[src/ffba_pkg.sv]
// shared types, codes and constants for the first-fit block allocator
package ffba_pkg;

    localparam int MAX_ENTRIES = 32;
    localparam int IDX_W = (MAX_ENTRIES > 1) ? $clog2(MAX_ENTRIES) : 1;
    localparam int CNT_W = $clog2(MAX_ENTRIES + 1);
    localparam int UNIT_W = 33;

    localparam logic [31:0] RESET_HEAP_BASE = 32'h0020_0000;
    localparam logic [24:0] RESET_HEAP_BYTES = 25'h001_0000;
    localparam logic [UNIT_W-1:0] ADDR_SPACE_END = 33'h1_0000_0000;

    localparam int CFG_IDX_W = 2;
    localparam logic [CFG_IDX_W-1:0] REG_HEAP_BASE = 2'd0;
    localparam logic [CFG_IDX_W-1:0] REG_HEAP_BYTES = 2'd1;

    typedef enum logic [1:0] {
        ACT_ALLOC     = 2'd0,
        ACT_FREE_ID   = 2'd1,
        ACT_FREE_LAST = 2'd2,
        ACT_CLEAR     = 2'd3
    } t_action;

    typedef enum logic [3:0] {
        STS_NEW          = 4'd0,
        STS_REUSED       = 4'd1,
        STS_FREED        = 4'd2,
        STS_ALREADY_FREE = 4'd3,
        STS_NOT_FOUND    = 4'd4,
        STS_NONE_USED    = 4'd5,
        STS_BAD          = 4'd6,
        STS_HEAP_FULL    = 4'd7,
        STS_TABLE_FULL   = 4'd8,
        STS_CLEARED      = 4'd9
    } t_status;

    typedef enum logic [3:0] {
        S_IDLE,
        S_DECODE,
        S_SCAN_UP,
        S_SCAN_DN,
        S_READ,
        S_LOAD,
        S_END,
        S_TOP,
        S_UPD_ACTIVE,
        S_UPD_FREE,
        S_RESERVED,
        S_DONE
    } t_state;

    typedef struct packed {
        t_action     action;
        logic [23:0] request_size;
        logic [5:0]  block_id;
    } t_req;

    typedef struct packed {
        t_status     status;
        logic [31:0] block_address;
        logic [5:0]  granted_id;
        logic [23:0] entry_size;
        logic [24:0] live_bytes;
        logic [24:0] reusable_bytes;
        logic [24:0] reserved_bytes;
        logic [5:0]  entries_in_use;
    } t_rsp;

    typedef struct packed {
        logic [31:0] addr;
        logic [23:0] size;
    } t_entry;

endpackage

[src/first_fit_block_allocator.sv]
// first-fit heap block allocator: entry table, bump pointer and sequencer
//
// Requests enter on i_in_valid/o_in_ready as t_req items (allocate, free by
// id, free latest, clear); each yields exactly one t_rsp item on
// o_out_valid/i_out_ready with a status, the entry concerned and the
// running byte and entry statistics after the request.
// The user is to write the heap registers through i_cfg_we/i_cfg_index/
// i_cfg_data only while the block is idle; the block does not enforce this,
// and a write does not move the bump pointer. One request at a time goes
// through a sequencer around a single 33-bit add/subtract unit: decode, a
// table scan, an entry read, heap checks for a new entry, the byte count
// updates and the reserved-byte and final steps; clear and a bad, unknown or
// already free request go from decode to the reserved-byte step. o_in_ready
// is high only while idle, so the next item can be taken in the cycle after
// the result is registered. The result sits in an output register; a new
// item may be accepted while it waits, and the next result then holds in the
// final step until the receiver takes the pending one.
// Reset (synchronous, active low) empties the table, restores the heap
// registers and sets the bump pointer to the heap base; no clearing pass.
module first_fit_block_allocator
    import ffba_pkg::*;
(
    input  logic                 i_clk,
    input  logic                 i_rst_n,
    input  logic                 i_in_valid,
    output logic                 o_in_ready,
    input  t_req                 i_in_item,
    output logic                 o_out_valid,
    input  logic                 i_out_ready,
    output t_rsp                 o_out_item,
    input  logic                 i_cfg_we,
    input  logic [CFG_IDX_W-1:0] i_cfg_index,
    input  logic [31:0]          i_cfg_data
);

    t_state r_state, n_state;

    logic [31:0]       r_heap_base;
    logic [24:0]       r_heap_bytes;
    logic [CNT_W-1:0]  r_count;
    logic [31:0]       r_bump;
    logic [24:0]       r_active;
    logic [24:0]       r_free;

    t_req              r_req;
    t_status           r_status;
    logic [CNT_W-1:0]  r_idx;
    logic              r_pend;
    logic [IDX_W-1:0]  r_pidx;
    logic [IDX_W-1:0]  r_tgt;
    logic [31:0]       r_res_addr;
    logic [23:0]       r_res_size;
    logic [5:0]        r_res_id;
    logic [UNIT_W-1:0] r_end;
    logic [24:0]       r_resv;

    logic              r_out_valid;
    t_rsp              r_out;

    logic [MAX_ENTRIES-1:0] r_used;
    t_entry            mem [MAX_ENTRIES];
    t_entry            r_rd_data;

    // control from the sequencer
    logic              rd_en;
    logic [IDX_W-1:0]  rd_addr;
    logic              mem_we;
    logic [UNIT_W-1:0] u_a, u_b, u_sum;
    logic              u_sub;

    // decode and scan conditions
    logic              accept;
    logic              scan_issue;
    logic              scan_hit;
    logic              scan_done;
    logic [5:0]        id_m1;
    logic              id_bad, id_missing, id_free;
    logic [IDX_W-1:0]  dn_idx;
    logic              heap_full, table_full;
    logic              out_free;

    assign accept     = i_in_valid && o_in_ready;
    assign o_in_ready = (r_state == S_IDLE);
    assign o_out_valid = r_out_valid;
    assign o_out_item  = r_out;
    assign out_free   = !r_out_valid || i_out_ready;

    // shared add/subtract unit
    assign u_sum = u_a + (u_sub ? ~u_b : u_b) + {{(UNIT_W-1){1'b0}}, u_sub};

    assign scan_issue = (r_idx < r_count);
    // size >= request when the subtraction leaves no borrow
    assign scan_hit   = r_pend && !r_used[r_pidx] && !u_sum[UNIT_W-1];
    assign scan_done  = !r_pend && !scan_issue;

    assign id_m1      = r_req.block_id - 6'd1;
    assign id_bad     = (r_req.block_id == 6'd0);
    assign id_missing = (r_req.block_id > 6'(r_count));
    assign id_free    = !r_used[id_m1[IDX_W-1:0]];
    assign dn_idx     = IDX_W'(r_idx - CNT_W'(1));

    assign heap_full  = (u_sum >= r_end);
    assign table_full = (r_count >= CNT_W'(MAX_ENTRIES));

    // next state
    always_comb begin
        n_state = r_state;
        case (r_state)
            S_IDLE: begin
                if (accept) n_state = S_DECODE;
            end
            S_DECODE: begin
                case (r_req.action)
                    ACT_ALLOC: begin
                        n_state = (r_req.request_size == 24'd0) ? S_RESERVED : S_SCAN_UP;
                    end
                    ACT_FREE_ID: begin
                        n_state = (id_bad || id_missing || id_free) ? S_RESERVED : S_READ;
                    end
                    ACT_FREE_LAST: n_state = S_SCAN_DN;
                    default:       n_state = S_RESERVED;
                endcase
            end
            S_SCAN_UP: begin
                if (scan_hit) n_state = S_UPD_ACTIVE;
                else if (scan_done) n_state = S_END;
            end
            S_SCAN_DN: begin
                if (r_idx == '0) n_state = S_RESERVED;
                else if (r_used[dn_idx]) n_state = S_READ;
            end
            S_READ:       n_state = S_LOAD;
            S_LOAD:       n_state = S_UPD_ACTIVE;
            S_END:        n_state = S_TOP;
            S_TOP: begin
                n_state = (heap_full || table_full) ? S_RESERVED : S_UPD_ACTIVE;
            end
            S_UPD_ACTIVE: n_state = (r_status == STS_NEW) ? S_RESERVED : S_UPD_FREE;
            S_UPD_FREE:   n_state = S_RESERVED;
            S_RESERVED:   n_state = S_DONE;
            S_DONE: begin
                if (out_free) n_state = S_IDLE;
            end
            default:      n_state = S_IDLE;
        endcase
    end

    // sequencer outputs: unit operands and memory port control
    always_comb begin
        u_a     = '0;
        u_b     = '0;
        u_sub   = 1'b0;
        rd_en   = 1'b0;
        rd_addr = r_idx[IDX_W-1:0];
        mem_we  = 1'b0;
        case (r_state)
            S_SCAN_UP: begin
                u_a   = UNIT_W'(r_rd_data.size);
                u_b   = UNIT_W'(r_req.request_size);
                u_sub = 1'b1;
                rd_en = scan_issue && !scan_hit;
            end
            S_READ: begin
                rd_en   = 1'b1;
                rd_addr = r_tgt;
            end
            S_END: begin
                u_a = UNIT_W'(r_heap_base);
                u_b = UNIT_W'(r_heap_bytes);
            end
            S_TOP: begin
                u_a    = UNIT_W'(r_bump);
                u_b    = UNIT_W'(r_req.request_size);
                mem_we = !heap_full && !table_full;
            end
            S_UPD_ACTIVE: begin
                u_a   = UNIT_W'(r_active);
                u_b   = UNIT_W'(r_res_size);
                u_sub = (r_status == STS_FREED);
            end
            S_UPD_FREE: begin
                u_a   = UNIT_W'(r_free);
                u_b   = UNIT_W'(r_res_size);
                u_sub = (r_status != STS_FREED);
            end
            S_RESERVED: begin
                u_a   = UNIT_W'(r_bump);
                u_b   = UNIT_W'(r_heap_base);
                u_sub = 1'b1;
            end
            default: begin
                u_sub = 1'b0;
            end
        endcase
    end

    // entry memory: one write port, one registered read port
    always_ff @(posedge i_clk) begin
        if (mem_we) begin
            mem[r_count[IDX_W-1:0]] <= '{addr: r_bump, size: r_req.request_size};
        end
        if (rd_en) begin
            r_rd_data <= mem[rd_addr];
        end
    end

    // used marks: valid only below the entry count, so no reset
    always_ff @(posedge i_clk) begin
        if (r_state == S_UPD_ACTIVE) begin
            r_used[r_tgt] <= (r_status != STS_FREED);
        end
    end

    // control state
    always_ff @(posedge i_clk) begin
        if (!i_rst_n) begin
            r_state      <= S_IDLE;
            r_heap_base  <= RESET_HEAP_BASE;
            r_heap_bytes <= RESET_HEAP_BYTES;
            r_count      <= '0;
            r_bump       <= RESET_HEAP_BASE;
            r_active     <= '0;
            r_free       <= '0;
            r_out_valid  <= 1'b0;
        end else begin
            r_state <= n_state;
            if (i_cfg_we) begin
                case (i_cfg_index)
                    REG_HEAP_BASE:  r_heap_base  <= i_cfg_data;
                    REG_HEAP_BYTES: r_heap_bytes <= i_cfg_data[24:0];
                    default:        r_heap_base  <= r_heap_base;
                endcase
            end
            case (r_state)
                S_DECODE: begin
                    if (r_req.action == ACT_CLEAR) begin
                        r_count  <= '0;
                        r_bump   <= r_heap_base;
                        r_active <= '0;
                        r_free   <= '0;
                    end
                end
                S_TOP: begin
                    if (!heap_full && !table_full) begin
                        r_bump  <= u_sum[31:0];
                        r_count <= r_count + CNT_W'(1);
                    end
                end
                S_UPD_ACTIVE: r_active <= u_sum[24:0];
                S_UPD_FREE:   r_free   <= u_sum[24:0];
                default:      r_count  <= r_count;
            endcase
            if (r_state == S_DONE && out_free) begin
                r_out_valid <= 1'b1;
            end else if (i_out_ready) begin
                r_out_valid <= 1'b0;
            end
        end
    end

    // payload and working registers
    always_ff @(posedge i_clk) begin
        if (accept) begin
            r_req <= i_in_item;
        end
        case (r_state)
            S_DECODE: begin
                r_res_addr <= '0;
                r_res_size <= '0;
                r_res_id   <= '0;
                // free latest scans down from the top of the table
                r_idx      <= (r_req.action == ACT_FREE_LAST) ? r_count : '0;
                r_pend     <= 1'b0;
                case (r_req.action)
                    ACT_ALLOC: begin
                        r_status <= (r_req.request_size == 24'd0) ? STS_BAD : STS_NEW;
                    end
                    ACT_FREE_ID: begin
                        r_tgt <= id_m1[IDX_W-1:0];
                        if (id_bad) r_status <= STS_BAD;
                        else if (id_missing) r_status <= STS_NOT_FOUND;
                        else if (id_free) r_status <= STS_ALREADY_FREE;
                        else r_status <= STS_FREED;
                    end
                    ACT_FREE_LAST: begin
                        r_status <= STS_FREED;
                    end
                    default: r_status <= STS_CLEARED;
                endcase
            end
            S_SCAN_UP: begin
                r_pend <= scan_issue && !scan_hit;
                r_pidx <= r_idx[IDX_W-1:0];
                if (scan_issue && !scan_hit) begin
                    r_idx <= r_idx + CNT_W'(1);
                end
                if (scan_hit) begin
                    r_tgt      <= r_pidx;
                    r_status   <= STS_REUSED;
                    r_res_addr <= r_rd_data.addr;
                    r_res_size <= r_rd_data.size;
                    r_res_id   <= 6'(r_pidx) + 6'd1;
                end
            end
            S_SCAN_DN: begin
                if (r_idx == '0) begin
                    r_status <= STS_NONE_USED;
                end else if (r_used[dn_idx]) begin
                    r_tgt <= dn_idx;
                end else begin
                    r_idx <= r_idx - CNT_W'(1);
                end
            end
            S_LOAD: begin
                r_res_addr <= r_rd_data.addr;
                r_res_size <= r_rd_data.size;
                r_res_id   <= 6'(r_tgt) + 6'd1;
            end
            S_END: begin
                // heap end capped at the top of the address space
                r_end <= u_sum[UNIT_W-1] ? ADDR_SPACE_END : u_sum;
            end
            S_TOP: begin
                if (heap_full) begin
                    r_status <= STS_HEAP_FULL;
                end else if (table_full) begin
                    r_status <= STS_TABLE_FULL;
                end else begin
                    r_tgt      <= r_count[IDX_W-1:0];
                    r_res_addr <= r_bump;
                    r_res_size <= r_req.request_size;
                    r_res_id   <= 6'(r_count) + 6'd1;
                end
            end
            S_RESERVED: r_resv <= u_sum[24:0];
            S_DONE: begin
                if (out_free) begin
                    r_out.status         <= r_status;
                    r_out.block_address  <= r_res_addr;
                    r_out.granted_id     <= r_res_id;
                    r_out.entry_size     <= r_res_size;
                    r_out.live_bytes     <= r_active;
                    r_out.reusable_bytes <= r_free;
                    r_out.reserved_bytes <= r_resv;
                    r_out.entries_in_use <= 6'(r_count);
                end
            end
            default: r_pend <= r_pend;
        endcase
    end

    // the table never grows past its depth
    a_count_bound: assert property (@(posedge i_clk) disable iff (!i_rst_n)
        r_count <= CNT_W'(MAX_ENTRIES))
        else $error("entry count beyond table depth");

    // a new block is always the last entry of the table
    a_new_is_last: assert property (@(posedge i_clk) disable iff (!i_rst_n)
        (r_out_valid && r_out.status == STS_NEW) |->
        (r_out.granted_id == r_out.entries_in_use && r_out.granted_id != 6'd0))
        else $error("new block id does not match entry count");

    // clear leaves all statistics at zero
    a_clear_zero: assert property (@(posedge i_clk) disable iff (!i_rst_n)
        (r_out_valid && r_out.status == STS_CLEARED) |->
        (r_out.live_bytes == '0 && r_out.reusable_bytes == '0 &&
         r_out.reserved_bytes == '0 && r_out.entries_in_use == '0))
        else $error("statistics not zero after clear");

    // failures and clear report no entry
    a_fail_empty: assert property (@(posedge i_clk) disable iff (!i_rst_n)
        (r_out_valid && r_out.status != STS_NEW && r_out.status != STS_REUSED &&
         r_out.status != STS_FREED) |->
        (r_out.granted_id == '0 && r_out.block_address == '0 && r_out.entry_size == '0))
        else $error("failing result carries an entry");

    // an accepted item starts the sequencer in the next cycle
    a_accept_decode: assert property (@(posedge i_clk) disable iff (!i_rst_n)
        accept |=> (r_state == S_DECODE && !o_in_ready))
        else $error("accepted item not decoded");

endmodule
[config.mk]
export PLATFORM = sky130hd
export DESIGN_NAME = first_fit_block_allocator
export DESIGN_NICKNAME = d
export VERILOG_FILES = /design/src/ffba_pkg.sv /design/src/first_fit_block_allocator.sv
export SDC_FILE = /design/constraint.sdc
export NUM_CORES = 2
export LEC_CHECK = 0
export BUFFER_PORTS_ARGS = -buffer_cell sky130_fd_sc_hd__buf_4
export CORE_ASPECT_RATIO = 0.6
export CORE_MARGIN = 2
export CORE_UTILIZATION = 50
export DETAILED_ROUTE_END_ITERATION = 10
export MAX_ROUTING_LAYER = met4
export PLACE_DENSITY = 0.64
export SLEW_MARGIN = 10
export SYNTH_ARGS = -nofsm -noshare
export SYNTH_HDL_FRONTEND = slang
export SYNTH_SLANG_ARGS = --single-unit
[constraint.sdc]
create_clock -name i_clk -period 23.1 [get_ports i_clk]
set_input_delay 1.155 -clock i_clk [delete_from_list [all_inputs] [get_ports i_clk]]
set_output_delay 1.155 -clock i_clk [all_outputs]
set_load 0.005 [all_outputs]
==> results.cfg <==
[clock_network]
cts_buffer_depth = 4
numCtsBuffers = 211
clk_latency_ps = 860
htree_levels = 4
cts_sinks = 2350
cts_setup_buffers = 0
cts_hold_buf = 0
cts_tree = done
post_cts_resized = 0
clk_pin_slew_ps = 70
clockRootBuffer = clkbuf_16

[timing]
tightest_slew_ps = 1220
fin_crit_sh_pct = 48.2
fin_hold_ws_ps = 412
fmax_mhz = 89.9
setup_viol_count_final = 0
finalCriticalPeriod_ps = 11130
finClkSkew_ps = 46.1
hold_viol_final = 0
slew_headroom_pct = 18.2
tns_ps = 0
rsz0062_at_grt = no
final_max_slew_viol_count = 0

[logic_synthesis]
syn_inst = 5461
synth-edff-count = 2200
ys.flop_type = edfxtp_1
synth.top_cells.by_count = edfxtp_1 (2200), nand2_1 (807), mux4_2 (478)
yosysMostFrequentCell = edfxtp_1
syn_nets = 5617
synth.largest_area_cell = edfxtp_1
synth_area_mm2 = 0.0939
syn_avg_cell_area_um2 = 17.2
synthArstFlopShare_pct = 0
synth_seq_area_share_pct = 73.5
synth_top_area_share_pct = 70.3
synth_area_leaders = edfxtp_1 (70%), mux4_2 (11%), nand2_1 (3.2%)
ys_ff_latch = 2350
yosysWarnings = 0
yosysUniqueCellTypes = 93

[floorplan]
fp.dieArea_mm2 = 0.191
chipHeight_um = 340
ios = 220
core-area_mm2 = 0.187
initial_utilization_pct = 50.2
rows = 123
fp.dieW_um = 564

[power]
combPwrFrac_pct = 32.6
p_int_mw = 8.61
worst_ir_drop_vdd_mv = 0.147
cellLeakagePower_nw = 35.0
power_density_mw_per_mm2 = 125
switching_share_pct = 34.7
p_clk_share_pct = 26.5
seq_power_share_pct = 40.9
p_sw_mw = 4.57

[global_routing]
grt_pass1_vias = 50800
grt_pass1_wl_mm = 376
antenna_found_initial = 9
grt-ovfl-total = 0
grt_max_degree = 132
grt.total_usage_pct = 28.1

[worst_hold_path]
min_path_cells = 0
hold_class = reg2reg

[setup_path]
crit_type = reg2reg
critPathArrivalTime_ps = 11580
cp-end-kind = flop
reg2reg_setup_slack_ps = 11970
crit_path_top_delay_cell = dfxtp_1
required_ps = 23560
r2r_cells = 28
cp-start-kind = flop
critPathMaxStageDelay_ps = 1010
crit_fanout = 58

[drt]
viasPerCell = 6.29
wl_per_cell_um = 31.2
num_vias = 52700
wl_mm = 261
drc_errors = 8
final_antenna_net_count = 0
firstDrtPassIters = 11
first_iter_violations = 7447

[status]
failed_checks = DRC
outcome = finished with violations

[job]
drv_cap = 0

[cells_and_area]
drive_gt1_share_pct = 20.9
fin_nets = 5866
area.growth.synth_to_final_pct = 12.4
stdcell_count = 8377

[placed_design]
dp_hpwl_mm = 162
routabilityCongestion = 0.977
placed_cells = 7997
io_buffers = 219
## layout by cell type, fill, tap and decap left out, types with 33 or more instances in the layout
master     synthesis  final
o21ai_1           60     60
clkbuf_16          0    213
a21o_1            34     33
xnor2_1           48     47
nand3_1          336    335
clkinv_1           0     48
mux4_2           478    478
nor2_1           157    125
edfxtp_1        2200   2200
dfxtp_1          150    130
inv_1             74     73
ha_1              84     84
mux2i_1           39     35
a21oi_1          169    168
a22o_1            67     67
nor2b_1           39     39
o21ai_0           77     75
nand2_1          807    806
clkinv_2           0     36
clkbuf_1         226     38
buf_4             43    350
## power groups by stage
stage	Clock [mW]	Sequential [mW]	Combinational [mW]
2_1_floorplan	0	5.37	2.78
3_3_place_gp	0	5.46	4.25
3_5_place_dp	0	5.46	4.28
4_1_cts	3.54	5.37	4.30
5_1_grt	3.71	5.39	4.60
6_report	3.49	5.39	4.30
## layer usage
metal | wire [µm] | GRT usage, % | vias up
li1 | - | - | 22000
met3 | 29600 | 7.53 | 311
met5 | 0 | - | -
met2 | 112000 | 37.9 | 2812
met4 | 4640 | 5.23 | 0
met1 | 115000 | 43.1 | 27600
## kinds of logic after synthesis
| logic type | after synthesis | synth area share [%] |
|---|---|---|
| XOR/XNOR | 65 | 0.622 |
| buffers and inverters | 395 | 1.78 |
| AO/OA/AOI/OAI | 593 | 4.27 |
| adder cells (fa/ha/maj) | 85 | 1.14 |
| AND/OR/NAND/NOR | 1452 | 6.73 |
| flip-flops | 2350 | 73.5 |
| multiplexers | 521 | 11.9 |
## final timing paths
check,from,endpoint
setup reg to reg,r_state[2]$_SDFFE_PN0P_,mem[12][33]$_DFFE_PP_
hold / removal,r_resv[15]$_DFFE_PN_,o_out_item[21]$_DFFE_PP_
setup / recovery,r_state[2]$_SDFFE_PN0P_,mem[12][33]$_DFFE_PP_
hold reg to reg,r_resv[15]$_DFFE_PN_,o_out_item[21]$_DFFE_PP_
## state kept, by name (all words and copies together), names as in the netlist, 32 cells and up
register     cells
r_res_addr      32
r_bump          32
r_heap_base     32
r_used          32
mem           1792
r_end           33
r_req           32
r_rd_data       56
o_out_item     147
## stage by stage
step / setup slack [ps] / power (mW) / utilization [%] / cell area, µm²
3_5_place_dp: 12390 / 9.74 / 52.9 / 98900
6_report: 11970 / 13.2 / 56.5 / 106000
4_1_cts: 12330 / 13.2 / 56.5 / 106000
2_1_floorplan: 10010 / 8.15 / - / 93900
5_1_grt: 11450 / 13.7 / 56.5 / 106000
3_3_place_gp: 12600 / 9.71 / 52.9 / 98900
## area by class of cell
class                   count  area (µm²)
inverters                  74         280
repair buffers            357        2770
fillers                 14300       81400
well taps                2500        3130
diodes                      5        12.5
multi-input cells        2716       23600
flip-flops and latches   2350       69100
clock inverters           122        1200
clock buffers             253        5500
## worst max-delay path, delay by kind of cell, from the launching register on
family / cells / cell delay (ps)
DFF: 1 / 1010
xor gates and xnor gates: 1 / 470
adders and majority gates: 2 / 790
and+or+nand+nor: 6 / 2360
AOI/OAI and AO/OA: 14 / 3780
buffers and inverters: 5 / 2080
(Power assumes the default switching activity.)
